[src/hdl/falling_sand_grid_step_unit_defines.svh]
// assertion macros used by the falling sand grid step controller
`ifndef FALLING_SAND_GRID_STEP_UNIT_DEFINES_SVH
`define FALLING_SAND_GRID_STEP_UNIT_DEFINES_SVH

`ifndef SYNTH
// same-cycle implication
`define FSGS_ASSERT_IMP(lbl, clk, rst_n, ante, cons, msg) \
	lbl: assert property (@(posedge clk) disable iff (!rst_n) (ante) |-> (cons)) \
		else $error(msg);
// next-cycle implication
`define FSGS_ASSERT_NXT(lbl, clk, rst_n, ante, cons, msg) \
	lbl: assert property (@(posedge clk) disable iff (!rst_n) (ante) |=> (cons)) \
		else $error(msg);
`else
`define FSGS_ASSERT_IMP(lbl, clk, rst_n, ante, cons, msg)
`define FSGS_ASSERT_NXT(lbl, clk, rst_n, ante, cons, msg)
`endif

`endif

[src/hdl/fsgs_pkg.sv]
package fsgs_pkg;

	localparam int GRID_ROWS = 64;
	localparam int GRID_COLS = 64;
	localparam int CELL_BITS = 2;

	localparam int ROW_W     = $clog2(GRID_ROWS);
	localparam int COL_W     = $clog2(GRID_COLS);
	localparam int ADDR_W    = ROW_W + COL_W;
	localparam int MEM_DEPTH = 1 << ADDR_W;

	localparam int OP_W   = 2;
	localparam int IDX_W  = 6;
	localparam int VAL_W  = 2;
	localparam int GEN_W  = 32;
	localparam int SEED_W = 16;

	localparam logic [SEED_W-1:0] SEED_DEFAULT = 16'd44257;
	localparam logic [SEED_W-1:0] LFSR_TAPS    = 16'hB400;

	localparam logic [OP_W-1:0] OP_WRITE   = 2'd0;
	localparam logic [OP_W-1:0] OP_READ    = 2'd1;
	localparam logic [OP_W-1:0] OP_ADVANCE = 2'd2;

	localparam logic CFG_SURFACE_MODE = 1'b0;
	localparam logic CFG_RANDOM_SEED  = 1'b1;

	typedef logic [CELL_BITS-1:0] cell_t;
	typedef logic [ADDR_W-1:0]    addr_t;

	localparam cell_t CELL_EMPTY = cell_t'(0);
	localparam cell_t CELL_SAND  = cell_t'(1);

	typedef struct packed {
		addr_t rd_addr;
		logic  we;
		addr_t wr_addr;
		cell_t wr_data;
	} ram_req_t;

	typedef struct packed {
		logic             valid;
		logic [VAL_W-1:0] read_value;
		logic [GEN_W-1:0] generation_count;
	} res_t;

endpackage

[src/hdl/fsgs_step_ctrl.sv]
`include "falling_sand_grid_step_unit_defines.svh"

module fsgs_step_ctrl
	import fsgs_pkg::*;
(
	input  logic             clk,
	input  logic             arst_n,
	input  logic             in_valid,
	output logic             in_ready,
	input  logic [OP_W-1:0]  operation,
	input  logic [IDX_W-1:0] row_index,
	input  logic [IDX_W-1:0] col_index,
	input  logic [VAL_W-1:0] write_value,
	input  logic             surface_mode,
	input  logic             lfsr_bit,
	output logic             lfsr_step,
	output ram_req_t         ram_req,
	input  cell_t            rd_data,
	output res_t             res,
	input  logic             res_ready
);

	typedef enum logic [3:0] {
		S_CLEAR,
		S_IDLE,
		S_RDW,
		S_CHK,
		S_BLW,
		S_LFT,
		S_RGT,
		S_RSM,
		S_WR2,
		S_EMIT
	} state_t;

	localparam logic [ROW_W-1:0] ROW_START = ROW_W'(GRID_ROWS - 2);
	localparam logic [COL_W-1:0] COL_LAST  = COL_W'(GRID_COLS - 1);

	state_t             state_q, state_d;
	addr_t              clr_q, clr_d;
	logic [ROW_W-1:0]   row_q, row_d;
	logic [COL_W-1:0]   col_q, col_d;
	logic [COL_W-1:0]   dest_q, dest_d;
	logic               lf_q, lf_d;
	logic               rb_q, rb_d;
	logic               inside_q, inside_d;
	logic [VAL_W-1:0]   rdv_q, rdv_d;
	logic [GEN_W-1:0]   gen_q, gen_d;

	logic               in_inside;
	addr_t              in_addr;
	logic [ROW_W-1:0]   row_dn;
	logic [COL_W-1:0]   col_left, col_right;
	logic               col_last;
	logic [ROW_W-1:0]   nxt_row;
	logic [COL_W-1:0]   nxt_col;
	logic               nxt_done;
	logic               go_next;
	logic               rf;
	logic               move;
	logic [COL_W-1:0]   move_col;

	assign in_inside = (32'(row_index) < GRID_ROWS) && (32'(col_index) < GRID_COLS);
	assign in_addr   = {ROW_W'(row_index), COL_W'(col_index)};
	assign row_dn    = row_q + 1'b1;
	assign col_last  = (col_q == COL_LAST);

	always_comb begin
		if (col_q == '0) begin
			col_left = surface_mode ? COL_LAST : col_q;
		end else begin
			col_left = col_q - 1'b1;
		end
		if (col_last) begin
			col_right = surface_mode ? '0 : col_q;
		end else begin
			col_right = col_q + 1'b1;
		end
	end

	// scan order: left to right, then one row up
	always_comb begin
		nxt_done = 1'b0;
		nxt_row  = row_q;
		nxt_col  = col_q + 1'b1;
		if (col_last) begin
			nxt_col = '0;
			if (row_q == '0) begin
				nxt_done = 1'b1;
			end else begin
				nxt_row = row_q - 1'b1;
			end
		end
	end

	always_comb begin
		state_d   = state_q;
		clr_d     = clr_q;
		row_d     = row_q;
		col_d     = col_q;
		dest_d    = dest_q;
		lf_d      = lf_q;
		rb_d      = rb_q;
		inside_d  = inside_q;
		rdv_d     = rdv_q;
		gen_d     = gen_q;
		in_ready  = 1'b0;
		lfsr_step = 1'b0;
		go_next   = 1'b0;
		rf        = 1'b0;
		move      = 1'b0;
		move_col  = col_q;
		ram_req   = '{rd_addr: {row_q, col_q}, we: 1'b0, wr_addr: {row_q, col_q},
			wr_data: CELL_EMPTY};
		res       = '{valid: 1'b0, read_value: rdv_q, generation_count: gen_q};

		case (state_q)
			S_CLEAR: begin
				ram_req.we      = 1'b1;
				ram_req.wr_addr = clr_q;
				ram_req.wr_data = CELL_EMPTY;
				clr_d           = clr_q + 1'b1;
				if (clr_q == '1) begin
					state_d = S_IDLE;
				end
			end
			S_IDLE: begin
				in_ready = 1'b1;
				if (in_valid) begin
					rdv_d = '0;
					case (operation)
						OP_WRITE: begin
							ram_req.we      = in_inside;
							ram_req.wr_addr = in_addr;
							ram_req.wr_data = cell_t'(write_value);
							state_d         = S_EMIT;
						end
						OP_READ: begin
							ram_req.rd_addr = in_addr;
							inside_d        = in_inside;
							state_d         = S_RDW;
						end
						OP_ADVANCE: begin
							row_d           = ROW_START;
							col_d           = '0;
							ram_req.rd_addr = {ROW_START, COL_W'(0)};
							state_d         = S_CHK;
						end
						default: begin
							state_d = S_EMIT;
						end
					endcase
				end
			end
			S_RDW: begin
				rdv_d   = inside_q ? VAL_W'(rd_data) : '0;
				state_d = S_EMIT;
			end
			S_CHK: begin
				if (rd_data == CELL_SAND) begin
					ram_req.rd_addr = {row_dn, col_q};
					state_d         = S_BLW;
				end else begin
					go_next = 1'b1;
				end
			end
			S_BLW: begin
				if (rd_data == CELL_EMPTY) begin
					move     = 1'b1;
					move_col = col_q;
				end else begin
					ram_req.rd_addr = {row_dn, col_left};
					state_d         = S_LFT;
				end
			end
			S_LFT: begin
				lf_d            = (rd_data == CELL_EMPTY);
				ram_req.rd_addr = {row_dn, col_right};
				state_d         = S_RGT;
			end
			S_RGT: begin
				rb_d            = (rd_data == CELL_EMPTY);
				ram_req.rd_addr = {row_q, col_right};
				state_d         = S_RSM;
			end
			S_RSM: begin
				// a clamped side points back at the sand or the cell below, never free
				rf = rb_q && (rd_data == CELL_EMPTY);
				if (lf_q && rf) begin
					lfsr_step = 1'b1;
					move      = 1'b1;
					move_col  = lfsr_bit ? col_left : col_right;
				end else if (lf_q) begin
					move     = 1'b1;
					move_col = col_left;
				end else if (rf) begin
					move     = 1'b1;
					move_col = col_right;
				end else begin
					go_next = 1'b1;
				end
			end
			S_WR2: begin
				ram_req.we      = 1'b1;
				ram_req.wr_addr = {row_dn, dest_q};
				ram_req.wr_data = CELL_SAND;
				go_next         = 1'b1;
			end
			S_EMIT: begin
				res.valid = 1'b1;
				if (res_ready) begin
					state_d = S_IDLE;
				end
			end
			default: begin
				state_d = S_IDLE;
			end
		endcase

		// empty the sand cell now, fill the target next cycle
		if (move) begin
			ram_req.we      = 1'b1;
			ram_req.wr_addr = {row_q, col_q};
			ram_req.wr_data = CELL_EMPTY;
			dest_d          = move_col;
			state_d         = S_WR2;
		end

		// prefetch the next cell of the scan, or count the generation when the scan is done
		if (go_next) begin
			if (nxt_done) begin
				gen_d   = gen_q + 1'b1;
				state_d = S_EMIT;
			end else begin
				row_d           = nxt_row;
				col_d           = nxt_col;
				ram_req.rd_addr = {nxt_row, nxt_col};
				state_d         = S_CHK;
			end
		end
	end

	always_ff @(posedge clk or negedge arst_n) begin
		if (!arst_n) begin
			state_q  <= S_CLEAR;
			clr_q    <= '0;
			gen_q    <= '0;
			row_q    <= '0;
			col_q    <= '0;
			dest_q   <= '0;
			lf_q     <= 1'b0;
			rb_q     <= 1'b0;
			inside_q <= 1'b0;
			rdv_q    <= '0;
		end else begin
			state_q  <= state_d;
			clr_q    <= clr_d;
			gen_q    <= gen_d;
			row_q    <= row_d;
			col_q    <= col_d;
			dest_q   <= dest_d;
			lf_q     <= lf_d;
			rb_q     <= rb_d;
			inside_q <= inside_d;
			rdv_q    <= rdv_d;
		end
	end

	`FSGS_ASSERT_NXT(a_accept_leaves_idle, clk, arst_n, in_valid && in_ready, state_q != S_IDLE, "accepted item did not start")
	`FSGS_ASSERT_IMP(a_choice_needs_left, clk, arst_n, lfsr_step, state_q == S_RSM && lf_q, "lfsr stepped without a two-way choice")
	`FSGS_ASSERT_IMP(a_fill_row_below, clk, arst_n, state_q == S_WR2, ram_req.we && ram_req.wr_addr[ADDR_W-1:COL_W] == row_dn, "sand placed outside the row below")

endmodule

[config.mk]
export PLATFORM = sky130hd
export DESIGN_NAME = fsgs_step_ctrl
export DESIGN_NICKNAME = d
export VERILOG_FILES = /design/src/hdl/fsgs_pkg.sv /design/src/hdl/fsgs_step_ctrl.sv
export VERILOG_INCLUDE_DIRS = /design/src /design/src/hdl
export SDC_FILE = /design/constraint.sdc
export NUM_CORES = 1
export LEC_CHECK = 0
export ABC_AREA = 1
export BUFFER_PORTS_ARGS = -buffer_cell sky130_fd_sc_hd__buf_2
export CORE_ASPECT_RATIO = 0.8
export CORE_MARGIN = 3
export CORE_UTILIZATION = 40
export CTS_CLUSTER_DIAMETER = 60
export DETAILED_ROUTE_END_ITERATION = 16
export PLACE_DENSITY = 0.65
export SKIP_CTS_REPAIR_TIMING = 1
export SYNTH_ARGS = -nofsm -noshare
export SYNTH_HDL_FRONTEND = slang
export SYNTH_SLANG_ARGS = --single-unit
[constraint.sdc]
create_clock -name clk -period 3.8 [get_ports clk]
set_input_delay 0.57 -clock clk [delete_from_list [all_inputs] [get_ports clk]]
set_output_delay 0.57 -clock clk [all_outputs]
set_load 0.01 [all_outputs]
---- Word level (Yosys, flattened, before mapping) ----
Index checks and enable logic that the tools add are counted.
cells by class
  add/sub/neg operators ................... 6
  equality and inequality tests ........... 21
  multiplexer cells ....................... 61
  reduce and logical (&&, ||, !) cells .... 13
operator list
  kind                                                                 number
  6-bit two-way mux                                                    22
  12-bit case mux with 5 select lines                                  1
  12-bit two-way mux                                                   4
  15-bit case mux with 3 select lines                                  1
  4-bit case mux with 9 select lines                                   1
  32-bit by 1-bit adder with 32-bit output (second input constant)     1
  4-bit two-way mux                                                    8
  15-bit two-way mux                                                   2
  27-bit two-way mux                                                   1
  12-bit case mux with 2 select lines                                  1
  4-bit inequality test (second input constant)                        5
  4-bit by 3-bit == test with 1-bit output (second input constant)     4
  1-bit two-way mux                                                    14
  12-bit by 1-bit adder with 12-bit output (second input constant)     1
  6-bit by 1-bit adder with 6-bit output (second input constant)       2
  12-bit == test (second input constant)                               1
  6-bit logical NOT                                                    2
  6-bit by 1-bit subtractor with 6-bit output (second input constant)  2
  4-bit by 2-bit == test with 1-bit output (second input constant)     2
  4-bit == test (second input constant)                                2
  4-bit case mux with 2 select lines                                   1
  6-bit == test (second input constant)                                1
  6-bit AND reduction                                                  1
  2-bit by 1-bit == test with 1-bit output (second input constant)     2
  other kinds (15)                                                     19
storage, ports and cells
  bits in registers ....................... 71
  input port bits ......................... 24
  output and inout port bits .............. 64
  logic and storage cells ................. 111

---- Depth between registers and ports, before layout ----
  depth after elaboration ................. 8
  mapped depth ............................ 15
  gate-level depth less buffers ........... 13

---- Worst setup path after synthesis ----
No wires, ideal clock.
  path type ............................... in2out
  start point ............................. input operation[0]
  end point ............................... output ram_req[23] in the netlist's numbering
  arrival time ............................ 1807 ps
  required time ........................... 3230 ps
  setup slack ............................. 1423 ps
  cell stages on the path ................. 9
  buffers on the path ..................... 0
  cell sequence ........................... inv_1 ha_1 nand2_1 inv_1 o211ai_1 nor2_2 o21ai_0 nor2_1 nor2_1
RTL lines
  what         line                  text
  from (decl)  fsgs_step_ctrl.sv:10  input logic [OP_W-1:0] operation,
  to (decl)    fsgs_step_ctrl.sv:17  output ram_req_t ram_req,

==> run summary <==
Routed len/inst: 16.3 um
Mux cell area share after synthesis: 0%
Internal: 2110 uW
Crit. Startpoint: col_q[0]
Fin crit period: 3300 ps
Layout Utilization: 48.4%
Synth cell types: 42
Register area share after synthesis: 32.1%
Drc violations: 0
Worst Setup Start Kind: flop
Vias: 5802
Yosys warning count: 0
IO Pins: 88
Max FO, Critical Path: 13
Critical R2R Capture: dest_q[0]
FF-to-FF Start: col_q[0]
WS Path Type: reg2out
Slew HR: 36.3%
Pwr dens: 635 nW/um^2
Synth Area in XOR/XNOR: 7.43%
Max-slew violations: 0
Number of fill cells: 1341
CTS Buffer Depth: 2
Layout cells sized above 1: 16.7%
Worst-Skew Late Latency: 340 ps
Total Wirelength: 17300 um
Initial Util: 42.0%
Combinational power share: 52.0%
Core footprint: 13200 um^2
Die width: 138 um
Initial DRC Count: 580
Clock-pin slew on the worst setup and hold paths: 60 ps
Antenna-violating nets left: 0
Synth Area in Adders: 2.71%
HPWL reported at the end of detailed placement: 13200 um
Kind of end point of the critical path: output pin
Peak supply drop: 0.309 mV
Hold WC Path Type: in2async
Endpoints failing setup: 0
Inst Count DP: 1045
CTS Root Cell: clkbuf_16
Total GRT Usage: 23.2%
Largest family of logic cells by synthesized area: simple AND/OR/NAND/NOR gates
RSZ-0062 raised after global routing: no
Initial antenna violation count: 0
Syn avg cell area: 6.92 um^2
First-pass GRT wire length: 28300 um
Die Area: 15300 um^2
Pleak: 0.00322 uW
Sequential Power Share: 27.3%
Clock Skews: 8.49 ps
Worst Tran Pin Value: 955 ps
Net load switching power: 1940 uW
Largest net degree at the start of global routing: 72
Compound-Gate Fraction of Synth Area: 14.0%
Cell area after synthesis: 5540 um^2
Maxcap violations: 0
Vias per inst: 5.47
Nets@finish: 917
R2R depth: 13
Die height: 111 um
R2R setup slack: 1370 ps
Total grt overflow: 0
Clk sinks: 71
Switching share of power: 47.9%
GPL Wtd Cong: 1.02
PortBufs: 87
FMAX: 303 MHz
Final worst-path cycle share: 86.8%
Synth Net Count: 837
Reg area: 1780 um^2
First-pass DRT Iterations: 5
H-tree Lvls: 3
FF+latch count, synth: 71
Cts bufs inserted: 9
Setup TNS Final: 0 ps
CTS tree: done
Synth Instances: 801
Clk network pwr share: 20.6%
FP Rows: 37
Worst EP required: 3230 ps
# diodes: 0
Multi-input logic area: 3290 um^2
Vias in the first global route: 5261
Non-filler cells, final: 1060
P&R area growth vs syn: 15.2%
Status: completed
CP arrival: 2730 ps
Final Hold Vio Count: 0
Post-synthesis simple-gate area fraction: 35.3%
worst max-delay path, cell delays in order (launching register included):
cell       delay (ps)
dfrtp_1           520
inv_1             390
ha_1              220
inv_1              40
nor2_1            140
nand4_1           340
inv_1             170
nand2_1            80
nand3_1           100
o2111ai_1         140
nand2_1            80
nand2_1            50
buf_2             130
logic make-up (layout without fill, tap and decap cells):
family / after synthesis / in the layout
AOI/OAI and AO/OA: 133 / 133
buffers and inverters: 111 / 195
xor gates and xnor gates: 47 / 47
adders and majority gates: 12 / 12
DFF: 71 / 71
and+or+nand+nor: 427 / 427
flip-flops by register name, summed over array words and instances (netlist names):
register	flops
state_q	4
rdv_q	2
clr_q	12
lf_q	1
col_q	6
gen_q	32
dest_q	6
row_q	6
inside_q	1
rb_q	1
how the worst max path moves through the flow:
stage	cells past startpoint	to	slack (ps)
after floorplan	9	ram_req[23]	1420
after global routing	12	ram_req[15]	160
after CTS	12	ram_req[15]	550
final	12	ram_req[15]	500
after global placement	12	ram_req[15]	960
after detailed placement	12	ram_req[15]	910
power groups by stage:
stage          Clock, uW  Combinational (uW)  Sequential [uW]
4_1_cts              849                2090             1100
3_3_place_gp           0                2080             1110
3_5_place_dp           0                2080             1110
2_1_floorplan          0                1500             1010
6_report             835                2110             1110
5_1_grt              880                2340             1130
routing by layer:
layer  up-vias  wire length [um]  global-route usage [%]
met5         -                 0                       0
met3        30              1590                    5.85
li1       2812                 -                       -
met4         0               283                    5.78
met1      2695              8490                    36.6
met2       265              6890                    31.1
area by class of cell:
cell class | instances | area share (%)
clock inverter | 4 | 0.745
inverter | 88 | 5.33
tap | 175 | 3.43
timing repair buffer | 92 | 7.45
multi-input combinational | 619 | 51.5
clock buffer | 11 | 3.65
sequential | 71 | 27.8
placed cells by master, fill, tap and decap left out, drive strengths merged, types with 19 or more instances in the layout:
cell type / instances
nor3: 19
nand2: 244
nand4: 22
xor2: 35
nor2: 82
o21ai: 64
inv: 87
buf: 92
a21oi: 31
dfrtp: 71
nand3: 54
stage by stage:
stage	area, um^2	total power (uW)	setup slack, ps	hold WS [ps]
4_1_cts	6380	4040	551	428
6_report	6380	4050	501	358
2_1_floorplan	5540	2510	1420	274
5_1_grt	6380	4360	161	473
3_5_place_dp	6100	3190	912	465
3_3_place_gp	6100	3200	963	452
Yosys cell counts (all sizes together):
master	count	area share [%]
a22oi	2	0.27
a31oi	1	0.11
o2111ai	9	1.4
clkinv	1	0.068
o211ai	8	1.1
nand2	244	18
nor3	19	2.1
nand3	54	5.1
nand3b	3	0.41
ha	12	2.7
nor4	3	0.34
buf	19	2.1
xor2	35	5.5
a221oi	2	0.32
o21a	2	0.27
o31ai	3	0.41
clkbuf	4	0.27
o21ai	64	5.9
a22o	2	0.32
xnor2	12	1.9
nor2	82	7.4
nand4	22	2.5
o221ai	2	0.32
inv	87	6.1
a21oi	31	2.8
o22ai	7	0.79
dfrtp	71	32
Note: power is estimated with default switching activity, not from simulation.
